File: config.mk
export PLATFORM = sky130hd
export DESIGN_NAME = xml_entity_unescape
export DESIGN_NICKNAME = d
export VERILOG_FILES = /design/src/rtl/core/xeu_pkg.sv /design/src/rtl/core/xeu_front.sv /design/src/rtl/core/xeu_queue.sv /design/src/rtl/core/xeu_back.sv /design/src/rtl/core/xml_entity_unescape.sv
export SDC_FILE = /design/constraint.sdc
export NUM_CORES = 1
export LEC_CHECK = 0
export ABC_AREA = 0
export BUFFER_PORTS_ARGS = -buffer_cell sky130_fd_sc_hd__buf_2
export CORE_MARGIN = 8
export CORE_UTILIZATION = 26
export CTS_CLUSTER_DIAMETER = 80
export DETAILED_ROUTE_END_ITERATION = 6
export PLACE_DENSITY = 0.5
export RECOVER_POWER = 50
export SKIP_CTS_REPAIR_TIMING = 1
export SYNTH_ARGS = -nofsm -noshare
export SYNTH_HDL_FRONTEND = slang
export SYNTH_SLANG_ARGS = --single-unit
File: constraint.sdc
create_clock -name clk -period 4.9 [get_ports clk]
set_input_delay 0.49 -clock clk [delete_from_list [all_inputs] [get_ports clk]]
set_output_delay 0.49 -clock clk [all_outputs]
set_load 0.02 [all_outputs]
File: src/rtl/core/xeu_pkg.sv
// ----------------------------------------------------------------------------
// xeu_pkg
// Shared types, constants and UTF-8 helpers for the XML entity unescaper.
// ----------------------------------------------------------------------------
package xeu_pkg;

	// Largest Unicode scalar value
	localparam logic [24:0] MAX_CODE_POINT = 25'h10FFFF;

	// Result status codes
	localparam logic [2:0] ST_DATA        = 3'd0;
	localparam logic [2:0] ST_UNTERMINATED = 3'd1;
	localparam logic [2:0] ST_BAD_HEX     = 3'd2;
	localparam logic [2:0] ST_BAD_DEC     = 3'd3;
	localparam logic [2:0] ST_RANGE       = 3'd4;
	localparam logic [2:0] ST_UNKNOWN     = 3'd5;

	// Queue depth between front and back
	localparam int QUEUE_DEPTH = 4;
	localparam int QUEUE_AW    = $clog2(QUEUE_DEPTH);

	// Input transaction
	typedef struct packed {
		logic [7:0] in_byte;
		logic       end_of_string;
	} in_item_t;

	// Output transaction
	typedef struct packed {
		logic [7:0] out_byte;
		logic [2:0] status;
		logic       last_of_run;
		logic       last_of_string;
	} out_item_t;

	// Work handed from front to back
	typedef enum logic [1:0] {
		CMD_BYTE,   // emit one raw byte
		CMD_CP,     // emit a code point as UTF-8
		CMD_ERR     // emit one error result
	} cmd_kind_t;

	typedef struct packed {
		cmd_kind_t   kind;
		logic [20:0] value;   // raw byte in [7:0], or code point
		logic [2:0]  status;  // error code for CMD_ERR
		logic        eos;     // command came from the final byte
	} cmd_t;

	// Index of the last UTF-8 byte for a code point (length minus one)
	function automatic logic [1:0] utf8_last(input logic [20:0] cp);
		logic [1:0] r;
		if (cp < 21'h80)         r = 2'd0;
		else if (cp < 21'h800)   r = 2'd1;
		else if (cp < 21'h10000) r = 2'd2;
		else                     r = 2'd3;
		return r;
	endfunction

	// UTF-8 byte number idx of a code point
	function automatic logic [7:0] utf8_byte(input logic [20:0] cp, input logic [1:0] idx);
		logic [7:0] r;
		logic [1:0] last;
		logic [1:0] from_end;
		last     = utf8_last(cp);
		from_end = last - idx;
		if (last == 2'd0) begin
			r = cp[7:0];
		end else if (idx == 2'd0) begin
			unique case (last)
				2'd1:    r = {3'b110, cp[10:6]};
				2'd2:    r = {4'b1110, cp[15:12]};
				default: r = {5'b11110, cp[20:18]};
			endcase
		end else begin
			// continuation byte: six bits per position counted from the end
			unique case (from_end)
				2'd0:    r = {2'b10, cp[5:0]};
				2'd1:    r = {2'b10, cp[11:6]};
				default: r = {2'b10, cp[17:12]};
			endcase
		end
		return r;
	endfunction

endpackage

File: src/rtl/core/xeu_front.sv
// ----------------------------------------------------------------------------
// xeu_front
// Parses the byte stream: tracks entity bodies, accumulates numeric
// references and turns each input byte into at most one command.
// ----------------------------------------------------------------------------
module xeu_front (
	input  logic              clk,
	input  logic              arst_n,
	input  logic              take,      // input transaction accepted
	input  xeu_pkg::in_item_t item,
	output logic              push,
	output xeu_pkg::cmd_t     cmd
);

	typedef enum logic [1:0] {
		M_TEXT,
		M_ENTITY,
		M_DROP
	} mode_t;

	mode_t            mode_q, mode_d;
	logic [2:0]       body_len_q, body_len_d;
	logic [3:0][7:0]  name_q, name_d;
	logic             numeric_q, numeric_d;
	logic             hex_q, hex_d;
	logic [20:0]      cp_q, cp_d;
	logic [2:0]       perr_q, perr_d;

	logic [7:0]  b;
	logic        eos;
	logic [3:0]  hex_digit;
	logic        hex_ok;
	logic        dec_ok;
	logic [24:0] hex_next;
	logic [24:0] dec_next;
	logic        is_lt, is_gt, is_amp, is_quot, is_apos;

	assign b   = item.in_byte;
	assign eos = item.end_of_string;

	// Digit decode
	always_comb begin
		hex_ok    = 1'b1;
		hex_digit = 4'd0;
		if (b >= 8'h30 && b <= 8'h39)      hex_digit = b[3:0];
		else if (b >= 8'h61 && b <= 8'h66) hex_digit = 4'(b - 8'h57);
		else if (b >= 8'h41 && b <= 8'h46) hex_digit = 4'(b - 8'h37);
		else                               hex_ok    = 1'b0;
	end

	assign dec_ok   = (b >= 8'h30) && (b <= 8'h39);
	assign hex_next = {cp_q, hex_digit};
	// cp * 10 + digit as two shifted adds
	assign dec_next = {1'b0, cp_q, 3'b000} + {3'b000, cp_q, 1'b0} + {21'd0, b[3:0]};

	// Named entities: lt gt amp quot apos
	assign is_lt   = body_len_q == 3'd2 && name_q[0] == 8'h6C && name_q[1] == 8'h74;
	assign is_gt   = body_len_q == 3'd2 && name_q[0] == 8'h67 && name_q[1] == 8'h74;
	assign is_amp  = body_len_q == 3'd3 && name_q[0] == 8'h61 && name_q[1] == 8'h6D
	                 && name_q[2] == 8'h70;
	assign is_quot = body_len_q == 3'd4 && name_q[0] == 8'h71 && name_q[1] == 8'h75
	                 && name_q[2] == 8'h6F && name_q[3] == 8'h74;
	assign is_apos = body_len_q == 3'd4 && name_q[0] == 8'h61 && name_q[1] == 8'h70
	                 && name_q[2] == 8'h6F && name_q[3] == 8'h73;

	// Next state and command
	always_comb begin
		mode_d     = mode_q;
		body_len_d = body_len_q;
		name_d     = name_q;
		numeric_d  = numeric_q;
		hex_d      = hex_q;
		cp_d       = cp_q;
		perr_d     = perr_q;
		push       = 1'b0;
		cmd.kind   = xeu_pkg::CMD_BYTE;
		cmd.value  = {13'd0, b};
		cmd.status = xeu_pkg::ST_DATA;
		cmd.eos    = eos;

		if (take) begin
			unique case (mode_q)
				M_DROP: begin
					if (eos) mode_d = M_TEXT;
				end
				M_ENTITY: begin
					if (b != 8'h3B) begin
						if (eos) begin
							// open entity at end of string
							push       = 1'b1;
							cmd.kind   = xeu_pkg::CMD_ERR;
							cmd.status = xeu_pkg::ST_UNTERMINATED;
							mode_d     = M_TEXT;
						end else begin
							// absorb one body byte
							if (body_len_q < 3'd4) name_d[body_len_q[1:0]] = b;
							if (body_len_q == 3'd0 && b == 8'h23) begin
								numeric_d = 1'b1;
							end else if (numeric_q && body_len_q == 3'd1 &&
							             (b == 8'h78 || b == 8'h58)) begin
								hex_d = 1'b1;
							end else if (numeric_q && hex_q) begin
								if (!hex_ok) begin
									if (perr_q == xeu_pkg::ST_DATA) perr_d = xeu_pkg::ST_BAD_HEX;
								end else if (perr_q == xeu_pkg::ST_DATA) begin
									if (hex_next > xeu_pkg::MAX_CODE_POINT)
										perr_d = xeu_pkg::ST_RANGE;
									else
										cp_d = hex_next[20:0];
								end
							end else if (numeric_q) begin
								if (!dec_ok) begin
									if (perr_q == xeu_pkg::ST_DATA) perr_d = xeu_pkg::ST_BAD_DEC;
								end else if (perr_q == xeu_pkg::ST_DATA) begin
									if (dec_next > xeu_pkg::MAX_CODE_POINT)
										perr_d = xeu_pkg::ST_RANGE;
									else
										cp_d = dec_next[20:0];
								end
							end
							if (body_len_q != 3'd7) body_len_d = body_len_q + 3'd1;
						end
					end else begin
						// closing ';'
						push   = 1'b1;
						mode_d = M_TEXT;
						if (perr_q != xeu_pkg::ST_DATA) begin
							cmd.kind   = xeu_pkg::CMD_ERR;
							cmd.status = perr_q;
							mode_d     = eos ? M_TEXT : M_DROP;
						end else if (numeric_q) begin
							cmd.kind  = xeu_pkg::CMD_CP;
							cmd.value = cp_q;
						end else if (is_lt)   cmd.value = 21'h3C;
						else if (is_gt)       cmd.value = 21'h3E;
						else if (is_amp)      cmd.value = 21'h26;
						else if (is_quot)     cmd.value = 21'h22;
						else if (is_apos)     cmd.value = 21'h27;
						else begin
							cmd.kind   = xeu_pkg::CMD_ERR;
							cmd.status = xeu_pkg::ST_UNKNOWN;
							mode_d     = eos ? M_TEXT : M_DROP;
						end
					end
				end
				default: begin
					if (b == 8'h26) begin
						if (eos) begin
							push       = 1'b1;
							cmd.kind   = xeu_pkg::CMD_ERR;
							cmd.status = xeu_pkg::ST_UNTERMINATED;
						end else begin
							mode_d = M_ENTITY;
						end
					end else begin
						push = 1'b1;
					end
				end
			endcase

			// every path that leaves the entity or opens a new one clears the body
			if (mode_d != M_ENTITY || mode_q != M_ENTITY) begin
				body_len_d = 3'd0;
				name_d     = '0;
				numeric_d  = 1'b0;
				hex_d      = 1'b0;
				cp_d       = '0;
				perr_d     = xeu_pkg::ST_DATA;
			end
		end

		if (cmd.kind == xeu_pkg::CMD_ERR) cmd.value = '0;
	end

	// Parser state
	always_ff @(posedge clk or negedge arst_n) begin
		if (!arst_n) begin
			mode_q     <= M_TEXT;
			body_len_q <= 3'd0;
			name_q     <= '0;
			numeric_q  <= 1'b0;
			hex_q      <= 1'b0;
			cp_q       <= '0;
			perr_q     <= xeu_pkg::ST_DATA;
		end else begin
			mode_q     <= mode_d;
			body_len_q <= body_len_d;
			name_q     <= name_d;
			numeric_q  <= numeric_d;
			hex_q      <= hex_d;
			cp_q       <= cp_d;
			perr_q     <= perr_d;
		end
	end

endmodule

File: src/rtl/core/xeu_queue.sv
// ----------------------------------------------------------------------------
// xeu_queue
// Small command FIFO between the parsing front and the emitting back.
// ----------------------------------------------------------------------------
module xeu_queue (
	input  logic          clk,
	input  logic          arst_n,
	input  logic          push,
	input  xeu_pkg::cmd_t push_cmd,
	output logic          full,
	input  logic          pop,
	output logic          head_valid,
	output xeu_pkg::cmd_t head
);

	xeu_pkg::cmd_t                  store_q [xeu_pkg::QUEUE_DEPTH];
	logic [xeu_pkg::QUEUE_AW-1:0]   wr_ptr_q;
	logic [xeu_pkg::QUEUE_AW-1:0]   rd_ptr_q;
	logic [xeu_pkg::QUEUE_AW:0]     count_q;

	assign full       = count_q == (xeu_pkg::QUEUE_AW+1)'(xeu_pkg::QUEUE_DEPTH);
	assign head_valid = count_q != '0;
	assign head       = store_q[rd_ptr_q];

	// Entry storage
	always_ff @(posedge clk) begin
		if (push && !full) store_q[wr_ptr_q] <= push_cmd;
	end

	// Pointers and fill level
	always_ff @(posedge clk or negedge arst_n) begin
		if (!arst_n) begin
			wr_ptr_q <= '0;
			rd_ptr_q <= '0;
			count_q  <= '0;
		end else begin
			if (push && !full)      wr_ptr_q <= wr_ptr_q + 1'b1;
			if (pop && head_valid)  rd_ptr_q <= rd_ptr_q + 1'b1;
			unique case ({push && !full, pop && head_valid})
				2'b10:   count_q <= count_q + 1'b1;
				2'b01:   count_q <= count_q - 1'b1;
				default: count_q <= count_q;
			endcase
		end
	end

endmodule

File: src/rtl/core/xeu_back.sv
// ----------------------------------------------------------------------------
// xeu_back
// Expands each command into its result transactions, one per cycle while the
// output is not stalled, into a registered output stage.
// ----------------------------------------------------------------------------
module xeu_back (
	input  logic               clk,
	input  logic               arst_n,
	input  logic               head_valid,
	input  xeu_pkg::cmd_t      head,
	output logic               pop,
	output logic               result_valid,
	input  logic               result_ready,
	output xeu_pkg::out_item_t result
);

	logic               out_valid_q;
	xeu_pkg::out_item_t out_q;
	logic [1:0]         idx_q;
	logic [1:0]         last_idx;
	logic               advance;
	xeu_pkg::out_item_t item;

	// Build the next result from the queue head
	always_comb begin
		last_idx = (head.kind == xeu_pkg::CMD_CP) ? xeu_pkg::utf8_last(head.value) : 2'd0;
		advance  = head_valid && (!out_valid_q || result_ready);
		pop      = advance && (idx_q == last_idx);
		unique case (head.kind)
			xeu_pkg::CMD_CP: begin
				item.out_byte       = xeu_pkg::utf8_byte(head.value, idx_q);
				item.status         = xeu_pkg::ST_DATA;
				item.last_of_run    = idx_q == last_idx;
				item.last_of_string = (idx_q == last_idx) && head.eos;
			end
			xeu_pkg::CMD_ERR: begin
				item.out_byte       = 8'd0;
				item.status         = head.status;
				item.last_of_run    = 1'b1;
				item.last_of_string = 1'b1;
			end
			default: begin
				item.out_byte       = head.value[7:0];
				item.status         = xeu_pkg::ST_DATA;
				item.last_of_run    = 1'b1;
				item.last_of_string = head.eos;
			end
		endcase
	end

	// Output stage control
	always_ff @(posedge clk or negedge arst_n) begin
		if (!arst_n) begin
			out_valid_q <= 1'b0;
			idx_q       <= 2'd0;
		end else begin
			if (advance) begin
				out_valid_q <= 1'b1;
				idx_q       <= pop ? 2'd0 : idx_q + 2'd1;
			end else if (result_ready) begin
				out_valid_q <= 1'b0;
			end
		end
	end

	// Output payload
	always_ff @(posedge clk) begin
		if (advance) out_q <= item;
	end

	assign result_valid = out_valid_q;
	assign result       = out_q;

endmodule

File: src/rtl/core/xml_entity_unescape.sv
// ----------------------------------------------------------------------------
// xml_entity_unescape
// Streaming XML entity decoder: plain bytes pass, entities become UTF-8.
// ----------------------------------------------------------------------------
// One input byte is accepted per clock whenever the four-entry command queue
// has room; the parser front decides in that same cycle what the byte causes
// (nothing, a raw byte, a code point or an error) and queues it. The back end
// drains the queue at one result per clock unless the output stalls, so a
// numeric reference yields one to four results, set by its UTF-8 length. A
// byte's first result goes through the queue and the output register. Errors
// produce a single result with both last flags set, after which input is dropped
// up to the end of the string. There is no configuration and no start-up sweep.
module xml_entity_unescape (
	input  logic               clk,
	input  logic               arst_n,
	input  logic               item_valid,
	output logic               item_ready,
	input  xeu_pkg::in_item_t  item,
	output logic               result_valid,
	input  logic               result_ready,
	output xeu_pkg::out_item_t result
);

	logic          push;
	xeu_pkg::cmd_t cmd;
	logic          full;
	logic          pop;
	logic          head_valid;
	xeu_pkg::cmd_t head;

	assign item_ready = !full;

	xeu_front u_front (
		.clk    (clk),
		.arst_n (arst_n),
		.take   (item_valid && item_ready),
		.item   (item),
		.push   (push),
		.cmd    (cmd)
	);

	xeu_queue u_queue (
		.clk        (clk),
		.arst_n     (arst_n),
		.push       (push),
		.push_cmd   (cmd),
		.full       (full),
		.pop        (pop),
		.head_valid (head_valid),
		.head       (head)
	);

	xeu_back u_back (
		.clk          (clk),
		.arst_n       (arst_n),
		.head_valid   (head_valid),
		.head         (head),
		.pop          (pop),
		.result_valid (result_valid),
		.result_ready (result_ready),
		.result       (result)
	);

endmodule
## Word-level counts from Yosys, hierarchy flattened

Memory sizes are Yosys's and may differ from the RTL's.
Cells that the tools add are included.

| operators by class | value |
|---|---|
| add/sub/neg operators | 11 |
| order comparisons | 14 |
| eq/ne operators | 47 |
| mux-type cells | 127 |
| reductions and logical operators | 57 |

Operators with widths:

| operator | count |
|---|---|
| $mux 21 | 22 |
| $mux 32 | 5 |
| $eq 8x7->1 const B | 14 |
| $mux 3 | 30 |
| $mux 2 | 27 |
| $gt 25x21->1 const B | 2 |
| $bwmux 32 | 1 |
| $mux 8 | 4 |
| $logic_and 1x1->1 | 29 |
| $mux 26 | 1 |
| $pmux 13 s2 | 1 |
| $add 24x22->25 | 1 |
| $add 25x4->25 | 1 |
| $mux 1 | 24 |
| $pmux 6 s2 | 2 |
| $mux 23 | 1 |
| $lt 21x12->1 const B | 1 |
| $lt 21x17->1 const B | 1 |
| $lt 21x8->1 const B | 1 |
| $demux 8 s2 | 1 |
| $eq 8x6->1 const B | 2 |
| $ge 8x7->1 const B | 2 |
| $le 8x7->1 const B | 2 |
| $reduce_bool 2->1 | 8 |
| other kinds (35) | 73 |

| storage, ports and cells | value |
|---|---|
| bits in registers | 86 |
| memory bits (writable) | 108 |
| input bits | 13 |
| output and inout port bits | 15 |
| word-level logic and storage cells | 276 |
| memories | 1 |

Memory list:

| name | words | bits a word | read ports | clocked after memory_dff | write ports | line | text |
|---|---|---|---|---|---|---|---|
| u_queue.store_q | 4 | 27 | 1 | 0 | 1 | xeu_queue.sv:16 | `xeu_pkg::cmd_t store_q [xeu_pkg::QUEUE_DEPTH];` |

## Depth between registers and ports, before layout

| depth | value |
|---|---|
| depth in word-level cells | 19 |
| gate-level depth with buffers | 17 |
| depth with buffers taken out | 14 |

## Hierarchy

A second synthesis with hierarchy kept.

| second synthesis, totals | value |
|---|---|
| cell total of the unflattened synthesis | 913 |
| area total of the unflattened synthesis | 10862.9 um^2 |

Modules (own cells, without submodules):

| module | times used | cells each | area each (um^2) | seq. area each (um^2) |
|---|---|---|---|---|
| xeu_front | 1 | 595 | 5228.8 | 1576.5 |
| xeu_queue | 1 | 178 | 4335.4 | 3418.3 |
| xeu_back | 1 | 138 | 1288.7 | 465.4 |
| xml_entity_unescape | 1 | 2 | 10.0 | 0.0 |

## Least setup slack after synthesis

OpenSTA, ideal clock, no wires.

| timing | value |
|---|---|
| path kind | in2reg |
| from | in item[4] (netlist bit) |
| to | reg u_front.cp_q[12] |
| arrival time | 3.830 ns |
| slack | 0.949 ns |
| stages | 14 |
| buffers on the path | 2 |
| cell sequence | clkbuf_1 > inv_1 > fa_1 > fa_1 > nand2b_1 > a21oi_1 > o41ai_2 > a21oi_1 > xor2_1 > o41a_1 > nor3_1 > o31ai_1 > buf_4 > a22o_1 |

| on the way | value |
|---|---|
| cells in the longest elaborated chain, start to end | 12 |
| elaborated cells between the ends (all ways) | 58 |
| those cells by class | 3 x add/sub; 8 x order compare; 14 x eq/ne; 21 x mux; 12 x reduce/logical |

Ends and longest elaborated chain:

| item | line | text |
|---|---|---|
| start, declared | xml_entity_unescape.sv:18 | `input xeu_pkg::in_item_t item,` |
| parallel branches: the longest is 12 deep, another holds $gt 25x21->1 | - |  |
| end signal, assigned | xeu_front.sv:191 | `cp_q <= cp_d;` |
| end, declared | xeu_front.sv:26 | `logic [20:0] cp_q, cp_d;` |

Parallel ways; which one is timed is not known. The select of a mux whose other input is x is not followed.
A chain may end at the register's enable or synchronous reset.

## Worst setup path after layout

| timing | value |
|---|---|
| from | in item[2] (netlist bit) |
| to | mem u_queue.store_q[2][17] (netlist bit), enable pin |

| on the way | value |
|---|---|
| cells in the longest elaborated chain, start to end | 7 |
| elaborated cells between the ends (all ways) | 9 |
| those cells by class | 2 x eq/ne; 6 x mux; 1 x reduce/logical |

Ends and longest elaborated chain:

| item | line | text |
|---|---|---|
| $eq 8x6->1 / $ne 8x6->1 (equally long branches) | xeu_front.sv:147, xeu_front.sv:87 |  |
| $mux 1, on equally long branches | xeu_front.sv:147, xeu_front.sv:87 |  |
| $pmux 1 s2 * | xeu_front.sv:82 | `unique case (mode_q)` |
| $mux 1 * | xeu_front.sv:81 | `if (take) begin` |
| $logic_and 1x1->1 * | xeu_queue.sv:27 | `if (push && !full) store_q[wr_ptr_q] <= push_cmd;` |
| $mux 1 * | xeu_queue.sv:27 |  |
| $mux 1 (not written as such) * | xeu_queue.sv:27 |  |
| end, declared | xeu_queue.sv:16 |  |

Every way passes the cells marked *; elsewhere a longest branch is shown, timed or not.

==> results.sh <==
export IMPL_crit_top_cell="clkbuf_1"
export IMPL_clockBufferDepth=2
export IMPL_synth_cell_types=81
export IMPL_violations="max-capacitance violations, max-slew violations"
export IMPL_gr_usage_all_layers_pct=11.2
export IMPL_clk_pin_slew_ps=80
export IMPL_p_sw_share_pct=35.0
export IMPL_wl_per_cell_um=17.9
export IMPL_crit_chain="clkbuf_1, ha_1, nand2_1, nor3_1, o21ai_0, a21oi_1, and2_0, clkbuf_1"
export IMPL_internal_power_mw=3.37
export IMPL_r2r_cells=14
export IMPL_multi_input_area_mm2=0.00500
export IMPL_antennaDiodeCount=0
export IMPL_cp_depth=8
export IMPL_wl_um=26600
export IMPL_die_height_um=220
export IMPL_dieWidth_um=220
export IMPL_clkPwrFrac_pct=26.7
export IMPL_pwr_density_cell_mw_per_mm2=430
export IMPL_yosys_top_cells_area="edfxtp_1 (34%), dfrtp_1 (17%), ha_1 (7.8%)"
export IMPL_clk_latency_ps=440
export IMPL_area_delta_synth_final_pct=12.0
export IMPL_total_power_mw=5.19
export IMPL_synth_seq_area_share_pct=50.6
export IMPL_drcViolationCount=0
export IMPL_grt_max_degree=44
export IMPL_cp_slowest_cell="clkbuf_1"
export IMPL_peakVddDrop_mv=0.201
export IMPL_endpoint_kind="register"
export IMPL_io_buffers=27
export IMPL_vias_per_cell=5.06
export IMPL_critPathRequiredTime_ps=4930
export IMPL_synthArstFlopShare_pct=37.6
export IMPL_syn_area_per_cell_um2=11.7
export IMPL_h_tree_depth=4
export IMPL_ys_top_cells_by_count="edfxtp_1 (121), dfrtp_1 (73), nand2_1 (68)"
export IMPL_status="finished with violations"
export IMPL_hold_viol=0
export IMPL_p_comb_share_pct=31.2
export IMPL_dpl_cell_area_mm2=0.0116
export IMPL_finalClockSkew_ps=13.0
export IMPL_synth_area_mm2=0.0108
export IMPL_hold_path_class="in2reg"
export IMPL_regArea_mm2=0.00546
export IMPL_dominantRegCellSynth="edfxtp_1"
export IMPL_initialDrtViolationCount=542
export IMPL_fmax_mhz=238
export IMPL_synth_top_area_share_pct=33.7
export IMPL_syn_nets=1006
export IMPL_overflow=0
export IMPL_grt_pass1_vias=7711
export IMPL_period_needed_ps=4200
export IMPL_fillers=4190
export IMPL_synth_edf_count=121
export IMPL_crit_fanout=27
export IMPL_die_area_mm2=0.0483
export IMPL_grt_first_pass_wirelength_um=43300
export IMPL_core_area_mm2=0.0409
export IMPL_cp_top_family="buffers and inverters"
export IMPL_drive_gt1_share_pct=10.5
export IMPL_switchingPower_mw=1.81
export IMPL_cts_tree="yes"
export IMPL_worst_setup_path_start_kind="primary input"
export IMPL_place_gp_congestion=0.810
export IMPL_hpwl_um=19100
export IMPL_timing_rr_start="u_front.cp_q[0]"
export IMPL_path_buf_inv=2
export IMPL_synthCells=923
export IMPL_power_frac_seq_pct=42.1
export IMPL_min_delay_path_depth=2
export IMPL_timing_worst_setup_path_type="in2reg"
export IMPL_antenna_found_initial=0
export IMPL_vias=7541
export IMPL_numClockSinks=194
export IMPL_drtAntennaViolNets=0
export IMPL_rows=74
export IMPL_rsz0062_at_grt="false"
export IMPL_ys_ff_latch=194
export IMPL_yosysTopAreaCell="edfxtp_1"
export IMPL_hp_start="result_ready"
export IMPL_start_util_pct=26.4
export IMPL_yosys_warnings=0
export IMPL_setup_tns_ps=0
export IMPL_p_leak_nw=4.73
export IMPL_numCtsBuffers=17
export IMPL_stdcell_area_mm2=0.0121
export IMPL_num_io_pins=28
export IMPL_root_buffer="clkbuf_16"
export IMPL_first_pass_iters=6
export IMPL_maxCapViolCount=4
export IMPL_nets=1029
export IMPL_fin_crit_sh_pct=85.7
export IMPL_worst_ep_arrival_time_ps=4230
export IMPL_crit_start="item[2]"
export IMPL_final_setup_viol_count=0
export IMPL_max_slew_margin_pct=-56.8
export IMPL_synth_most_common_cell="edfxtp_1"
export IMPL_tightest_slew_ps=2350
export IMPL_cpPeakStageDelay_ps=1250
export IMPL_drv_slew=132
==> per-layer routing <==
metal | global-route usage, % | wire (um) | vias up
met1 | 15.4 | 12700 | 3757
met2 | 18.2 | 12600 | 152
li1 | - | - | 3594
met4 | 2.67 | 346 | 0
met5 | 0 | 0 | -
met3 | 1.95 | 976 | 38
==> metrics by stage <==
step / util (%) / instances / hold WS (ps) / setup WS, ps
floorplan: - / 923 / 194 / 949
global placement: 28.2 / 1459 / 467 / 510
detailed placement: 28.2 / 1459 / 477 / 510
global route: 29.5 / 1491 / 247 / 274
finish: 29.5 / 1491 / 256 / 702
CTS: 29.7 / 1491 / -5.10 / 709
==> layout by cell type, fill, tap and decap left out, types with 4 or more instances in the layout <==
cell       Yosys  layout
o21a_1         6       6
nor2_1        54      54
a22oi_1        5       5
mux4_2        27      27
nand4_1       12      12
xnor2_1        8       8
inv_1         39      39
buf_4          3      10
and2_1        11       9
o2bb2ai_1     10      10
nand2b_1      10      10
nor3_1        21      22
clkbuf_16      0      17
a31oi_1        8       8
a211oi_1      11      12
and3_1        22      22
and4_1         5       5
clkbuf_1      27      23
xor2_1        16      16
edfxtp_1     121     121
buf_2          5       9
nor4_1        12      13
o21ai_0       56      56
o21ai_1        6       6
nand3_1       14      14
mux2i_1       14      14
a21oi_1       52      51
ha_1          67      67
a22o_1        43      43
nor2b_1       10      10
inv_6          0       4
dfrtp_1       73      72
o31ai_1        5       4
clkinv_8       0       4
o211ai_1       6       6
or3_1          5       5
nand2_1       68      68
==> layout make-up <==
cell class	instances	share of cell area, %
multi-input cells	651	41.4
flip-flops and latches	194	45.2
inverters	39	1.21
well taps	532	5.51
clock buffers	17	3.52
clock inverters	15	1.37
repair buffers	43	1.75
==> final timing paths <==
check	end	slack (ps)
setup / recovery	u_queue.store_q[2][17]	700
hold / removal	u_back.result_valid	260
setup reg to reg	u_front.cp_q[10]	760
hold reg to reg	u_front.name_q[15]	500
max in group asynchronous	u_front.cp_q[8]	1320
min in group asynchronous	u_front.name_q[28]	570
==> sequential cells by signal (all words and copies together) (netlist names) <==
register	cells
u_front.numeric_q	1
u_back.result_valid	1
u_back.idx_q	2
u_queue.wr_ptr_q	2
u_queue.store_q	108
u_front.hex_q	1
u_front.body_len_q	3
u_front.mode_q	2
u_queue.count_q	3
u_queue.rd_ptr_q	2
u_back.result	13
u_front.name_q	32
u_front.perr_q	3
u_front.cp_q	21
==> kinds of logic after synthesis <==
family          after synthesis  share of synthesized area (%)
compound gates              243                           15.6
mux                          41                           6.93
simple gates                273                           13.7
xor+xnor                     24                           1.95
buf+inv                      78                           2.95
flops                       194                           50.6
fa+ha+maj                    70                           8.33
==> power by group through the flow <==
stage | sequential, mW | combinational (mW) | clock (mW)
after global routing | 2.22 | 1.78 | 1.48
after global placement | 2.21 | 1.66 | 0
after floorplan | 2.23 | 1.17 | 0
after detailed placement | 2.22 | 1.67 | 0
final | 2.19 | 1.62 | 1.39
after CTS | 2.18 | 1.67 | 1.42
Power figures use the tool's default switching activity.
